===== config.mk =====
export PLATFORM = sky130hd
export DESIGN_NAME = mctb_ctrl
export DESIGN_NICKNAME = d
export VERILOG_FILES = /design/src/rtl/max_cartesian_tree_builder_macros.svh /design/src/rtl/mctb_pkg.sv /design/src/rtl/mctb_ctrl.sv
export SDC_FILE = /design/constraint.sdc
export NUM_CORES = 1
export LEC_CHECK = 0
export ABC_AREA = 1
export BUFFER_PORTS_ARGS = -buffer_cell sky130_fd_sc_hd__buf_4
export CAP_MARGIN = 20
export CORE_AREA = 3 3 40 42
export CTS_BUF_LIST = sky130_fd_sc_hd__clkbuf_8
export CTS_CLUSTER_SIZE = 12
export DETAILED_ROUTE_END_ITERATION = 8
export DIE_AREA = 0 0 43 45
export PLACE_DENSITY = 0.5
export RECOVER_POWER = 25
export SYNTH_ARGS = -nofsm -noshare
export SYNTH_HDL_FRONTEND = slang
export SYNTH_SLANG_ARGS = --single-unit

===== constraint.sdc =====
create_clock -name clock -period 1.4 [get_ports clock]
set_input_delay 0.28 -clock clock [delete_from_list [all_inputs] [get_ports clock]]
set_output_delay 0.28 -clock clock [all_outputs]
set_load 0.02 [all_outputs]

===== src/rtl/max_cartesian_tree_builder_macros.svh =====
// ----------------------------------------------------------------------------
// max cartesian tree builder assertion macros
// property forms for the checks in mctb_datapath
// ----------------------------------------------------------------------------
`ifndef MAX_CARTESIAN_TREE_BUILDER_MACROS_SVH
`define MAX_CARTESIAN_TREE_BUILDER_MACROS_SVH

// same-cycle implication, disabled while reset is high
`define MCTB_ASSERT_SAME(label, clk, rst, ante, cons, msg) \
   label: assert property (@(posedge clk) disable iff (rst) (ante) |-> (cons)) \
      else $error(msg);

// next-cycle implication, disabled while reset is high
`define MCTB_ASSERT_NEXT(label, clk, rst, ante, cons, msg) \
   label: assert property (@(posedge clk) disable iff (rst) (ante) |=> (cons)) \
      else $error(msg);

`endif


===== src/rtl/mctb_pkg.sv =====
// ----------------------------------------------------------------------------
// mctb_pkg
// shared types and constants of the max cartesian tree builder
// ----------------------------------------------------------------------------
package mctb_pkg;

   // width of every index field on the result channel
   localparam int unsigned IdxOutWidth = 10;
   // width of the key field on the request channel
   localparam int unsigned ReqValueWidth = 32;

   typedef enum logic [2:0] {
      ST_IDLE,
      ST_CHECK,
      ST_LOAD,
      ST_ROOT,
      ST_FINISH
   } ctrl_state_type;

   // controller to datapath
   typedef struct packed {
      logic capture;   // take the request into the working registers
      logic pop;       // drop the stack top
      logic rd_req;    // read one stack entry from memory
      logic rd_root;   // read the bottom entry instead of the one below the top
      logic load_top;  // refill the cached top from the read data
      logic emit;      // write the result and commit the push or restart
   } mctb_cmd_type;

   // datapath to controller
   typedef struct packed {
      logic is_end;
      logic overflow;
      logic top_le;     // stack not empty and top key <= new key
      logic depth_ge2;
      logic out_free;
   } mctb_status_type;

endpackage


===== src/rtl/mctb_ctrl.sv =====
// ----------------------------------------------------------------------------
// mctb_ctrl
// sequencer for one request: capture, pop loop with memory refills, root read, result
// ----------------------------------------------------------------------------
module mctb_ctrl
   import mctb_pkg::*;
(
   input  logic            clock,
   input  logic            reset,
   input  logic            req_valid,
   output logic            req_stall,
   input  mctb_status_type status,
   output mctb_cmd_type    cmd
);

   ctrl_state_type state_ff;
   ctrl_state_type state_in;

   always_ff @(posedge clock) begin
      if (reset) begin
         state_ff <= ST_IDLE;
      end else begin
         state_ff <= state_in;
      end
   end

   // next state
   always_comb begin
      state_in = state_ff;
      unique case (state_ff)
         ST_IDLE: begin
            if (req_valid) begin
               state_in = ST_CHECK;
            end
         end
         ST_CHECK: begin
            if (status.is_end) begin
               state_in = status.depth_ge2 ? ST_ROOT : ST_FINISH;
            end else if (status.overflow) begin
               state_in = ST_FINISH;
            end else if (status.top_le) begin
               state_in = status.depth_ge2 ? ST_LOAD : ST_CHECK;
            end else begin
               state_in = ST_FINISH;
            end
         end
         ST_LOAD: begin
            state_in = ST_CHECK;
         end
         ST_ROOT: begin
            state_in = ST_FINISH;
         end
         ST_FINISH: begin
            if (status.out_free) begin
               state_in = ST_IDLE;
            end
         end
         default: begin
            state_in = ST_IDLE;
         end
      endcase
   end

   // outputs
   always_comb begin
      cmd       = '0;
      req_stall = 1'b1;
      unique case (state_ff)
         ST_IDLE: begin
            req_stall   = 1'b0;
            cmd.capture = req_valid;
         end
         ST_CHECK: begin
            if (status.is_end) begin
               cmd.rd_req  = status.depth_ge2;
               cmd.rd_root = 1'b1;
            end else if (!status.overflow && status.top_le) begin
               cmd.pop    = 1'b1;
               cmd.rd_req = status.depth_ge2;
            end
         end
         ST_LOAD: begin
            cmd.load_top = 1'b1;
         end
         ST_ROOT: begin
            cmd.load_top = 1'b1;
         end
         ST_FINISH: begin
            cmd.emit = status.out_free;
         end
         default: begin
            req_stall = 1'b1;
         end
      endcase
   end

endmodule


==> results.tsv, run 1 <==
metric	value	unit
total clock sinks	3	
crit end category	output port	
asr flop ratio synth	0	%
Syn-to-layout area delta	107	%
slowest CP cell	dfxtp_2	
vias in the first global route	261	
Filler cells	148	
Clk Latency, worst-skew pair	210	ps
Crit Path Max Fanout	3	
worst min path class	input port to flop	
CTS max path bufs	2	
fmax	719	MHz
Critical Path Most Common Cell	inv_2	
CTS buffer count	3	
routed len/inst	7.79	µm
Pins Over Slew Limit	0	
Net Sw Frac	29.3	%
R2R cell count	5	
Hold Buf Count CTS	0	
Yosys reg bits	3	
register area	63.8	µm²
max incr delay on CP	320	ps
Ant. Diodes	0	
Leak	0.257	nW
top flop regs	state_ff: 3 flops	
critical-path cell list	inv_2, nor3_4, inv_2, nor3_2, buf_4	
FP Rows	13	
final setup fails	0	
Initial Utilization	17.4	%
GR peak layer	met2	
synth warn	0	
Mean Syn Cell Area	5.46	µm²
Critical Path AT	1110	ps
first-pass iteration count of the detailed router	4	
H-tree Lvls	1	
Yosys top cell area share	26.8	%
Cells after Synth	41	
Worst Setup Path Type	flop to output port	
Tcrit/Tclk final	99.4	%
die area	1940	µm²
final hold viol count	0	
I/O pins	15	
Worst Hold Margin	232	ps
# nets final	71	
met2 Use GR	9.28	%
DP Area	348	µm²
residual DRC count	0	
max-cap violations	0	
status	finished, final reports clean	
detailed-route vias per instance	3.91	
final WL	600	µm
largest net degree at the start of global routing	7	
crit path buf inv count	3	
CP delay by family, top	flip-flops	
core area	1280	µm²
IO Port Bufs	14	
Setup crit start kind	flop	
r2r endpoint	state_ff[0]$_SDFFE_PP0P_	
maximum VDD drop	0.000840	V
P_int	0.369	mW
GR Util met1	8.67	%
top cell type by total area after synthesis	dfxtp_1	
clock share of power	45.6	%
post-route ant nets	0	
initial antenna violation count	0	
GPL Wtd Cong	0.712	
met3 Track Usage GR	5.58	%
area of the multi-input gates	159	µm²
count leader, synth	inv_1	
skew final	1.60	ps
Synthesized Nets	49	
sequential fraction of the synthesis area	26.8	%
Final HPWL DP	474	µm
final setup TNS	0	ps
combinational share of power	34.0	%
main area contributors after synthesis	dfxtp_1, inv_1, nand3_1	
most frequent cells after synthesis	inv_1, nand2_1, nor2_1	
die height	45	µm
Most used DFF post-synth	dfxtp_1	
Die X	43	µm
routed vias	301	
sequential share of power	20.4	%
WP data required	1120	ps
Relative slew margins	86.5	%
hold path endpoint	state_ff[1]$_SDFFE_PP0P_	
PwrDens	1130	nW/µm²
R2R setup slack	410	ps
mapped cell area	224	µm²
global-route wire length before repair	972	µm
total grt overflow	0	
min Tclk post-route	1390	ps
Final Util	36.0	%
synth unique cells	9	
reg2reg start	state_ff[0]$_SDFFE_PP0P_	
Initial DRC Count	2	
hold path depth	2	
Post-synth EDFFs	0	
register name with the most flops	state_ff	
max reg flops	3	
CTS tree	built	
switching power	0.153	mW
Crit path depth	5	
worst-margin pin slew	203	ps
RSZ-0062 raised after global routing	yes	
share of cells above drive strength 1	53.2	%
Hold Crit Start	reset	
CTS Root Cell	clkbuf_8	
Total GRT Usage	6.74	%
clock-pin slew on the worst setup and hold paths	30	ps
post-route cell area	463	µm²
layout by cell type (no fill, tap or decap):
cell type	instances
inv_2	3
nor3_2	1
a21oi_1	2
nand2_1	7
buf_4	15
buf_6	2
nor2_2	1
nand3_1	5
nand2_2	1
nor2_4	2
dfxtp_2	3
nand3_2	1
clkbuf_8	3
inv_1	9
nor3_4	1
nand3b_1	1
nor2_1	5
cell families (layout without fill, tap and decap cells):
family	count (synthesis)	in the layout	synth area share, %
compound gates	2	2	4.47
buf+inv	11	32	18.4
simple gates	25	25	50.3
flops	3	3	26.8
area by class of cell:
type	instances	share of cell area, %
multi-input cells	27	34.3
well taps	15	4.05
flip-flops and latches	3	13.8
inverters	11	8.92
repair buffers	17	29.2
clock inverters	1	0.811
clock buffers	3	8.92
through the flow:
step	std cells	power, mW	worst slack (ps)
after floorplan	41	0.180	32.5
after global placement	70	0.234	150
after detailed placement	70	0.234	129
after CTS	76	0.505	-72.1
after global routing	77	0.558	-62.2
final	77	0.521	9.01
how the worst max path moves through the flow:
stage                              from      to  slack (ps)
2_1_floorplan  state_ff[2]$_SDFFE_PP0P_  cmd[4]          30
3_3_place_gp   state_ff[2]$_SDFFE_PP0P_  cmd[4]         150
3_5_place_dp   state_ff[2]$_SDFFE_PP0P_  cmd[4]         130
4_1_cts        state_ff[0]$_SDFFE_PP0P_  cmd[4]         -70
5_1_grt        state_ff[0]$_SDFFE_PP0P_  cmd[4]         -60
6_report       state_ff[0]$_SDFFE_PP0P_  cmd[4]           9
repair_timing:
item | 4_1_cts | 5_1_grt
endpoints found under the setup margin | 3 | 5
buffers inserted | 2 | 1
pin swaps | 2 | 3
gates resized for setup | 6 | 11
worst register-to-register path, delay by kind of cell (launching register included):
family,cells,cell delay [ps]
compound gates,1,120
buf+inv,2,190
flops,1,320
simple gates,2,280
metal layers:
metal,routed length (µm),part of all wire (%),vias up
li1,-,-,165
met5,0,0,-
met2,250,42,12
met1,271,45,124
met4,0,0,0
met3,78,13,0
power by group through the flow:
stage / Combinational, mW / Clock, mW / Sequential [mW]
6_report: 0.177 / 0.237 / 0.106
3_5_place_dp: 0.131 / 0 / 0.103
5_1_grt: 0.196 / 0.254 / 0.108
2_1_floorplan: 0.0791 / 0 / 0.101
3_3_place_gp: 0.131 / 0 / 0.103
4_1_cts: 0.156 / 0.245 / 0.105
Power figures use the tool's default switching activity.
==> run 2: changes to the inputs <==
--- a/config.mk
+++ b/config.mk
@@ -5,7 +5,6 @@
 export SDC_FILE = /design/constraint.sdc
 export NUM_CORES = 1
 export LEC_CHECK = 0
-export ABC_AREA = 1
 export BUFFER_PORTS_ARGS = -buffer_cell sky130_fd_sc_hd__buf_4
 export CAP_MARGIN = 20
 export CORE_AREA = 3 3 40 42
@@ -13,7 +12,7 @@
 export CTS_CLUSTER_SIZE = 12
 export DETAILED_ROUTE_END_ITERATION = 8
 export DIE_AREA = 0 0 43 45
-export PLACE_DENSITY = 0.5
+export PLACE_DENSITY = 0.51
 export RECOVER_POWER = 25
 export SYNTH_ARGS = -nofsm -noshare
 export SYNTH_HDL_FRONTEND = slang
==> results.tsv, run 2 <==
metric	value	unit
Leak	0.229	nW
Relative slew margins	80.6	%
CTS Root Cell	clkbuf_8	
Post-Place Cells	65	
max reg flops	3	
final hold viol count	0	
max-cap violations	0	
sequential share of power	19.4	%
combinational share of power	34.1	%
worst min path class	input port to flop	
hold path endpoint	state_ff[2]$_SDFFE_PP0P_	
asr flop ratio synth	0	%
hold path depth	2	
routed vias	306	
Hold Buf Count CTS	0	
Critical Path Start	state_ff[1]$_SDFFE_PP0P_	
most common cell after layout, fill and taps aside	buf_4	
Cells after Synth	32	
Critical Path AT	1200	ps
clock-pin slew on the worst setup and hold paths	30	ps
routed len/inst	8.97	µm
reg2reg start	state_ff[1]$_SDFFE_PP0P_	
CP delay by family, top	simple AND/OR/NAND/NOR gates	
min Tclk post-route	1480	ps
Syn-to-layout area delta	109	%
max incr delay on CP	430	ps
failing checks	setup timing	
crit path buf inv count	1	
critical-path cell list	or3b_4, nor2_1, buf_4	
mapped cell area	229	µm²
die area	1940	µm²
R2R setup slack	180	ps
Hold Crit Start	reset	
WP data required	1120	ps
Layout Cells excl Fill	71	
most frequent cells in the layout	buf_4, nor2b_1, inv_1	
final WL	637	µm
I/O pins	15	
synth unique cells	18	
Initial Utilization	17.8	%
final setup fails	4	
GPL Wtd Cong	0.672	
Ant. Diodes	0	
IO Port Bufs	14	
fmax	676	MHz
Post-synth EDFFs	0	
R2R cell count	4	
count leader, synth	nor2_1	
Filler cells	149	
Most used DFF post-synth	dfxtp_1	
# nets final	65	
Mean Syn Cell Area	7.16	µm²
Crit path depth	3	
clock share of power	46.5	%
total grt overflow	0	
largest net degree at the start of global routing	7	
vias in the first global route	252	
main area contributors after synthesis	dfxtp_1, nor2b_1, nor2_1	
CTS max path bufs	2	
worst-margin pin slew	288	ps
PwrDens	1070	nW/µm²
Final HPWL DP	492	µm
Crit Path Max Fanout	5	
skew final	3.40	ps
maximum VDD drop	0.000772	V
residual DRC count	0	
synth warn	0	
P_int	0.375	mW
FP Rows	13	
global-route wire length before repair	993	µm
detailed-route vias per instance	4.31	
CTS tree	built	
CTS buffer count	3	
Setup crit start kind	flop	
RSZ-0062 raised after global routing	yes	
H-tree Lvls	1	
Yosys reg bits	3	
top cell type by total area after synthesis	dfxtp_1	
Synthesized Nets	40	
first-pass iteration count of the detailed router	3	
Net Sw Frac	26.7	%
Total GRT Usage	6.99	%
status	finished with violations	
Worst Setup Path Type	flop to output port	
initial antenna violation count	0	
r2r endpoint	state_ff[0]$_SDFFE_PP0P_	
Worst Hold Margin	243	ps
post-route ant nets	0	
share of cells above drive strength 1	57.1	%
most frequent cells after synthesis	nor2_1, nor2b_1, dfxtp_1, inv_1	
Clk Latency, worst-skew pair	210	ps
Tcrit/Tclk final	106	%
Pins Over Slew Limit	0	
Final WS setup	-79.9	ps
die height	45	µm
total clock sinks	3	
crit end category	output port	
Yosys top cell area share	26.2	%
Initial DRC Count	7	
register name with the most flops	state_ff	
switching power	0.136	mW
Die X	43	µm
top flop regs	state_ff: 3 flops	
core area	1280	µm²
sequential fraction of the synthesis area	26.2	%
slowest CP cell	or3b_4	
-- run 2: changes by cell type after synthesis, sizes merged, moves of 2 or more --
cell and delta:
nor2b +4, nand2 -6, nand3 -5, o21a +2, nor2 -2, inv -8, or3b +2
-- run 2: worst max-delay path by stage --
stage | endpoint | slack, ps
3_5_place_dp | cmd[4] | 100
2_1_floorplan | cmd[3] | 40
6_report | cmd[4] | -80
4_1_cts | cmd[3] | -90
5_1_grt | cmd[3] | -120
3_3_place_gp | cmd[4] | 100
-- run 2: layer usage --
metal,track usage [%],vias to the layer above,wire (µm)
met4,1.81,0,0
met1,8.92,131,297
met2,8.98,17,267
met3,5.58,0,71
met5,0,-,0
li1,-,158,-
-- run 2: final cells by class --
class                           instances  area, µm²  share of cell area [%]
Multi-Input combinational cell         26        180                    37.6
Sequential cell                         3       62.6                    13.1
Inverter                                3       11.3                    2.35
Timing Repair Buffer                   20        161                    33.7
Clock inverter                          1       3.75                   0.783
Clock buffer                            3       41.3                    8.62
Tap cell                               15       18.8                    3.92
-- run 2: per-stage QoR --
stage                     utilization [%]  power, mW  worst slack, ps  TNS [ps]  area [µm²]
after floorplan                         -      0.175             37.0         0         231
after global placement               30.0      0.239             97.3         0         385
after detailed placement             30.0      0.239             99.6         0         385
after CTS                            34.3      0.492            -87.7      -356         440
after global routing                 37.3      0.543             -125      -524         479
final                                37.3      0.511            -79.9      -270         479
-- run 2: timing repair --
| item | CTS | global route |
|---|---|---|
| gates resized for setup | 3 | 7 |
| buffers inserted | 0 | 2 |
| pin swaps | 3 | 0 |
| hold endpoints to repair | 0 | 0 |
| setup endpoints to repair | 5 | 6 |
-- run 2: power by group through the flow --
stage / registers [mW] / clock network, mW / logic [mW]
after global routing: 0.100 / 0.254 / 0.188
after floorplan: 0.102 / 0 / 0.0733
final: 0.0990 / 0.238 / 0.174
after global placement: 0.0977 / 0 / 0.141
after detailed placement: 0.0980 / 0 / 0.141
after CTS: 0.0972 / 0.244 / 0.151
-- run 2: logic make-up (layout without fill, tap and decap cells) --
| kind of cell | count (synthesis) | after routing | share of synthesized area, % |
|---|---|---|---|
| flip-flops | 3 | 3 | 26.2 |
| buffers and inverters | 3 | 27 | 4.92 |
| AO/OA/AOI/OAI | 7 | 7 | 22.9 |
| AND/OR/NAND/NOR | 19 | 19 | 45.9 |
==> run 3: changes to the inputs <==
--- a/config.mk
+++ b/config.mk
@@ -8,7 +8,6 @@
 export BUFFER_PORTS_ARGS = -buffer_cell sky130_fd_sc_hd__buf_4
 export CAP_MARGIN = 20
 export CORE_AREA = 3 3 40 42
-export CTS_BUF_LIST = sky130_fd_sc_hd__clkbuf_8
 export CTS_CLUSTER_SIZE = 12
 export DETAILED_ROUTE_END_ITERATION = 8
 export DIE_AREA = 0 0 43 45
==> results.tsv, run 3 (synthesis gave the netlist of run 2 again) <==
metric	value	unit
total power	0.420	mW
GPL Wtd Cong	0.672	
Ant. Diodes	0	
Crit Path Max Fanout	5	
residual DRC count	0	
# nets final	65	
crit end category	output port	
I/O pins	15	
min Tclk post-route	1500	ps
vias in the first global route	250	
worst min path class	input port to flop	
most frequent cells in the layout	buf_4, nor2b_1	
fmax	668	MHz
clock-pin slew on the worst setup and hold paths	40	ps
largest net degree at the start of global routing	7	
first-pass iteration count of the detailed router	2	
Hold Buf Count CTS	0	
global-route wire length before repair	979	µm
Die X	43	µm
Tcrit/Tclk final	107	%
Layout Cells excl Fill	71	
Leak	0.217	nW
worst-margin pin slew	288	ps
Post-Place Cells	65	
final WL	640	µm
most common cell after layout, fill and taps aside	buf_4	
max-cap violations	0	
CTS buffer count	3	
WP data required	1120	ps
status	finished with violations	
CTS max path bufs	2	
PwrDens	912	nW/µm²
Setup crit start kind	flop	
post-route ant nets	0	
top flop regs	state_ff: 3 flops	
Worst Setup Path Type	flop to output port	
register name with the most flops	state_ff	
max reg flops	3	
area of the multi-input gates	180	µm²
CTS tree	built	
Syn-to-layout area delta	101	%
die area	1940	µm²
final hold viol count	0	
register area	62.6	µm²
total grt overflow	0	
maximum VDD drop	0.000560	V
RSZ-0062 raised after global routing	yes	
routed vias	306	
die height	45	µm
Final WS setup	-97.5	ps
Clk Latency, worst-skew pair	230	ps
CTS Root Cell	clkbuf_4	
Critical Path AT	1220	ps
Initial DRC Count	1	
total clock sinks	3	
final setup TNS	-352	ps
core area	1280	µm²
skew final	2.60	ps
routed len/inst	9.01	µm
Final HPWL DP	492	µm
H-tree Lvls	1	
FP Rows	13	
final setup fails	5	
Initial Utilization	17.8	%
initial antenna violation count	0	
Pins Over Slew Limit	0	
detailed-route vias per instance	4.31	
Total GRT Usage	6.91	%
Filler cells	152	
share of cells above drive strength 1	57.1	%
IO Port Bufs	14	
Relative slew margins	80.6	%
failing checks	setup timing	
run 3: cell types whose count changed in the layout (fill, tap and decap cells not counted), sizes merged:
| cell | delta |
|---|---|
| clkbuf | +1 |
| inv | -1 |
run 3: worst paths after layout:
kind | from | end | slack (ps) | cells after the start
worst min register to register | state_ff[1]$_SDFFE_PP0P_ | state_ff[1]$_SDFFE_PP0P_ | 590 | 2
worst min-delay path | reset | state_ff[2]$_SDFFE_PP0P_ | 230 | 2
worst max register to register | state_ff[1]$_SDFFE_PP0P_ | state_ff[0]$_SDFFE_PP0P_ | 180 | 4
worst max-delay path | state_ff[1]$_SDFFE_PP0P_ | cmd[4] | -100 | 3
run 3: cell type report:
type                            instances  area share [%]
Timing Repair Buffer                   20            35.1
Tap cell                               15            4.08
Sequential cell                         3            13.6
Inverter                                3            2.45
Multi-Input combinational cell         26            39.1
Clock buffer                            4            5.71
run 3: where the power goes:
| part | internal [mW] | switching [mW] | leakage, nW |
|---|---|---|---|
| Sequential | 0.0941 | 0.00459 | 0.0253 |
| Combinational | 0.0943 | 0.0801 | 0.177 |
| Clock | 0.106 | 0.0405 | 0.0150 |
| Total | 0.295 | 0.125 | 0.217 |
run 3: what timing repair did:
action	4_1_cts	5_1_grt
gates cloned	0	0
pin swaps	3	0
endpoints found under the setup margin	5	6
buffers inserted	0	2
resized for setup	3	7
run 3: metrics by stage:
step | hold slack [ps] | util, % | instance area (µm²) | worst slack, ps
after floorplan | 349 | - | 231 | 37.0
after global placement | 461 | 30.0 | 385 | 97.3
after detailed placement | 461 | 30.0 | 385 | 99.6
after CTS | 217 | 32.8 | 422 | -111
after global routing | 215 | 35.8 | 460 | -153
final | 227 | 35.8 | 460 | -97.5
run 3: worst max-delay path, stage by stage (launching register included):
cell	delay (ps)
dfxtp_2	320
or3b_4	430
nor2_1	100
buf_4	140
run 3: routing by layer:
metal	track usage [%]	share of wire [%]
met1	8.67	45
met2	8.98	41
met3	5.58	13
met4	1.81	0
met5	0	0
